**config.mk**
```make
export PLATFORM = sky130hd
export DESIGN_NAME = lzf80_ram
export DESIGN_NICKNAME = d
export VERILOG_FILES = /design/src/lzf80_ram.sv
export SDC_FILE = /design/constraint.sdc
export NUM_CORES = 2
export LEC_CHECK = 0
export ABC_CLOCK_PERIOD_IN_PS = 3100
export BUFFER_PORTS_ARGS = -buffer_cell sky130_fd_sc_hd__buf_4
export CORE_MARGIN = 2
export CORE_UTILIZATION = 53
export DETAILED_ROUTE_END_ITERATION = 8
export GPL_ROUTABILITY_DRIVEN = 1
export PLACE_DENSITY = 0.65
export SLEW_MARGIN = 30
export SYNTH_ARGS = -nofsm -noshare
export SYNTH_HDL_FRONTEND = slang
export SYNTH_SLANG_ARGS = --single-unit
export TNS_END_PERCENT = 30
```
**constraint.sdc**
```tcl
create_clock -name clk -period 3.1 [get_ports clk]
set_input_delay 0.155 -clock clk [delete_from_list [all_inputs] [get_ports clk]]
set_output_delay 0.155 -clock clk [all_outputs]
set_load 0.03 [all_outputs]
```
**src/lzf80_ram.sv**
```systemverilog
// Generic single-write, single-read synchronous RAM with a registered read port.
// No dependencies.
module lzf80_ram #(
	parameter int unsigned WIDTH = 8,
	parameter int unsigned DEPTH = 256
) (
	input  logic                     clk,
	input  logic                     we,
	input  logic [$clog2(DEPTH)-1:0] waddr,
	input  logic [WIDTH-1:0]         wdata,
	input  logic                     re,
	input  logic [$clog2(DEPTH)-1:0] raddr,
	output logic [WIDTH-1:0]         rdata
);
	logic [WIDTH-1:0] mem [DEPTH];

	always_ff @(posedge clk) begin
		if (we) begin
			mem[waddr] <= wdata;
		end
		if (re) begin
			rdata <= mem[raddr];
		end
	end
endmodule

```
==> flow_metrics.py <==
metrics = {
    "run_status": {
        "run_status": "completed",
    },
    "die": {
        "die_h_um": 392,
        "core_mm2": 0.150,
        "start_util_pct": 53.2,
        "io_pins": 35,
        "num_rows": 142,
        "dieArea_mm2": 0.153,
        "die_x_um": 392,
    },
    "route": {
        "drtIter0Drc": 5007,
        "first_pass_iters": 6,
        "wl_per_cell_um": 30.2,
        "ant_nets": 0,
        "dr_total_vias": 40000,
        "drc_errors": 0,
        "routed_via_density": 6.24,
        "drt_wl_total_um": 194000,
    },
    "global_route": {
        "grt_max_degree": 147,
        "grt_pass1_wl_um": 279000,
        "grt_pass1_vias": 39900,
        "antenna_found_initial": 8,
        "grt-ovfl-total": 0,
        "grt_usage_pct": 25.6,
    },
    "pwr": {
        "clockPowerShare_pct": 40.8,
        "max-vdd-ir-drop_mv": 0.515,
        "p_comb_share_pct": 5.3,
        "switchingPower_mw": 12.0,
        "p_leak_nw": 29.2,
        "cellInternalPower_mw": 44.9,
        "seqPwrFrac_pct": 53.9,
        "p_per_area_mw_per_mm2": 621,
        "swShare_pct": 21.1,
    },
    "clock_network": {
        "clock_latency_ns": 0.81,
        "numCtsBuffers": 201,
        "htree_levels": 4,
        "clock_sinks": 2056,
        "clk_path_buf_depth": 3,
        "cts_tree": "built",
        "cts_root_buf": "clkbuf_16",
        "post-cts-setup-buffer-count": 0,
        "clkTransAtPathRegs_ns": 0.06,
    },
    "sta": {
        "setup_ws_ns": 0.146,
        "clock_skew_ns": 0.0257,
        "final_hold_viol_count": 0,
        "fin_crit_sh_pct": 95.3,
        "relSlewSlack_pct": 32.3,
        "setup_viol": 0,
        "maxSlewViolCount": 0,
        "worstMarginPinSlew_ns": 1.01,
        "finalCriticalPeriod_ns": 2.95,
        "max_freq_mhz": 338,
        "grt_setup_unrepaired": "no",
    },
    "place": {
        "post-place-ws_ns": -0.705,
        "place_area_mm2": 0.0854,
        "post-dp-hpwl_um": 122000,
        "place.gp.congestion": 0.846,
        "io_buffers": 34,
    },
    "finish": {
        "final_area_mm2": 0.0917,
        "area.growth.synth_to_final_pct": 15.2,
        "layout.nets": 4261,
        "layout-drive-gt1-share_pct": 29.2,
    },
    "critical_path": {
        "end_kind": "flop",
        "path_max_fanout": 1,
        "crit_required_ns": 3.63,
        "startpoint_type": "flop",
        "r2r_cells": 7,
        "critPathKind": "reg2reg",
        "crit_arrival_ns": 3.48,
    },
    "synth": {
        "yosysTopAreaCell": "edfxtp_1",
        "synth_most_common_cell": "edfxtp_1",
        "synthCells": 3733,
        "yosysSeqAreaShare_pct": 77.5,
        "syn_area_per_cell_um2": 21.3,
        "synth_common_cells": "2056 x edfxtp_1, 454 x mux4_2, 282 x nor2_1",
        "yosys.cell_types.count": 54,
        "synthArstFlopShare_pct": 0,
        "synth_ff_type": "edfxtp_1",
        "synth_edf_count": 2056,
        "syn_area_mm2": 0.0796,
        "syn_nets": 3760,
        "ys_ff_latch": 2056,
        "synth_top_area_share_pct": 77.5,
        "yosysWarningCount": 0,
        "synth_area_leaders": "edfxtp_1 78%, mux4_2 13%, mux2i_1 1.7%, nor2_1 1.3%, a22oi_1 1.3%",
    },
    "job": {
        "maxCapViolCount": 0,
    },
    "hold_path": {
        "holdPathStages": 3,
        "hp-class": "in2reg",
    },
}
worst paths after layout:
path / slack [ns] / startpoint / to
max: 0.15 / mem[136][2]$_DFFE_PP_ / rdata[2]$_DFFE_PP_
min: 0.06 / waddr[2] / mem[157][5]$_DFFE_PP_
max reg2reg: 0.15 / mem[136][2]$_DFFE_PP_ / rdata[2]$_DFFE_PP_
min reg2reg: 1.22 / mem[74][7]$_DFFE_PP_ / rdata[7]$_DFFE_PP_
through the flow:
stage               power (mW)  setup TNS (ns)  cells  hold WS, ns  utilization (%)
detailed placement        34.3           -2.92   6039        0.548             57.1
floorplan                 32.8               0   3733        0.254                -
CTS                       57.3               0   6410      0.00631             61.3
global route              58.5               0   6410       0.0269             61.3
global placement          34.3           -3.41   6039        0.547             57.1
finish                    57.0               0   6411       0.0591             61.3
routing by layer:
| layer | track usage [%] | part of all wire [%] |
|---|---|---|
| met5 | 0 | 0.019 |
| met4 | 7.74 | 2.9 |
| met3 | 4.58 | 9.2 |
| met2 | 39.6 | 47 |
| met1 | 37.6 | 41 |
power groups by stage:
stage	Combinational, mW	Sequential [mW]	Clock [mW]
global route	3.18	30.7	24.6
detailed placement	3.01	31.3	0
floorplan	1.49	31.3	0
CTS	3.03	30.7	23.5
finish	3.03	30.7	23.2
global placement	2.98	31.3	0
final cells by class:
type | instances | area (um2)
diodes | 1 | 2.50
repair buffers | 531 | 4680
fillers | 10500 | 57900
flip-flops and latches | 2056 | 61700
clock inverters | 113 | 951
inverters | 2 | 7.51
well taps | 2016 | 2520
clock buffers | 250 | 5280
multi-input cells | 1442 | 16500
state kept, by name, summed over array words and instances, names as in the netlist:
register,count
mem,2048
rdata,8
what timing repair did:
item                                   CTS  global route
setup endpoints to repair                1             1
hold buffers                             8             0
endpoints found under the hold margin  649             0
gates resized for setup                  1             2
layout by cell type, fill, tap and decap left out, drive strengths merged, types with 47 or more instances in the layout:
master | Yosys | routed
edfxtp | 2056 | 2056
a21oi | 96 | 96
clkinv | 1 | 87
clkbuf | 111 | 252
mux2i | 134 | 134
mux4 | 456 | 456
o221ai | 47 | 47
buf | 122 | 521
nor2 | 282 | 282
a22oi | 133 | 133
critical path, cell delays in order, from the launching register on:
cell	delay [ns]
edfxtp_1	0.39
mux4_2	0.49
mux4_2	0.55
nor2_1	0.12
a2111oi_1	0.10
buf_4	0.18
nor3_1	0.75
nor4_2	0.11
cell families (layout without fill, tap and decap cells):
kind of cell           after synthesis  in the layout  synth area share (%)
AND/OR/NAND/NOR                    466            466                  2.63
AO/OA/AOI/OAI                      385            385                  3.42
buffers and inverters              235            896                  1.83
other                                0              1                     0
multiplexers                       591            591                  14.6
flip-flops                        2056           2056                  77.5
No activity file was read; power rests on OpenSTA's default activity.
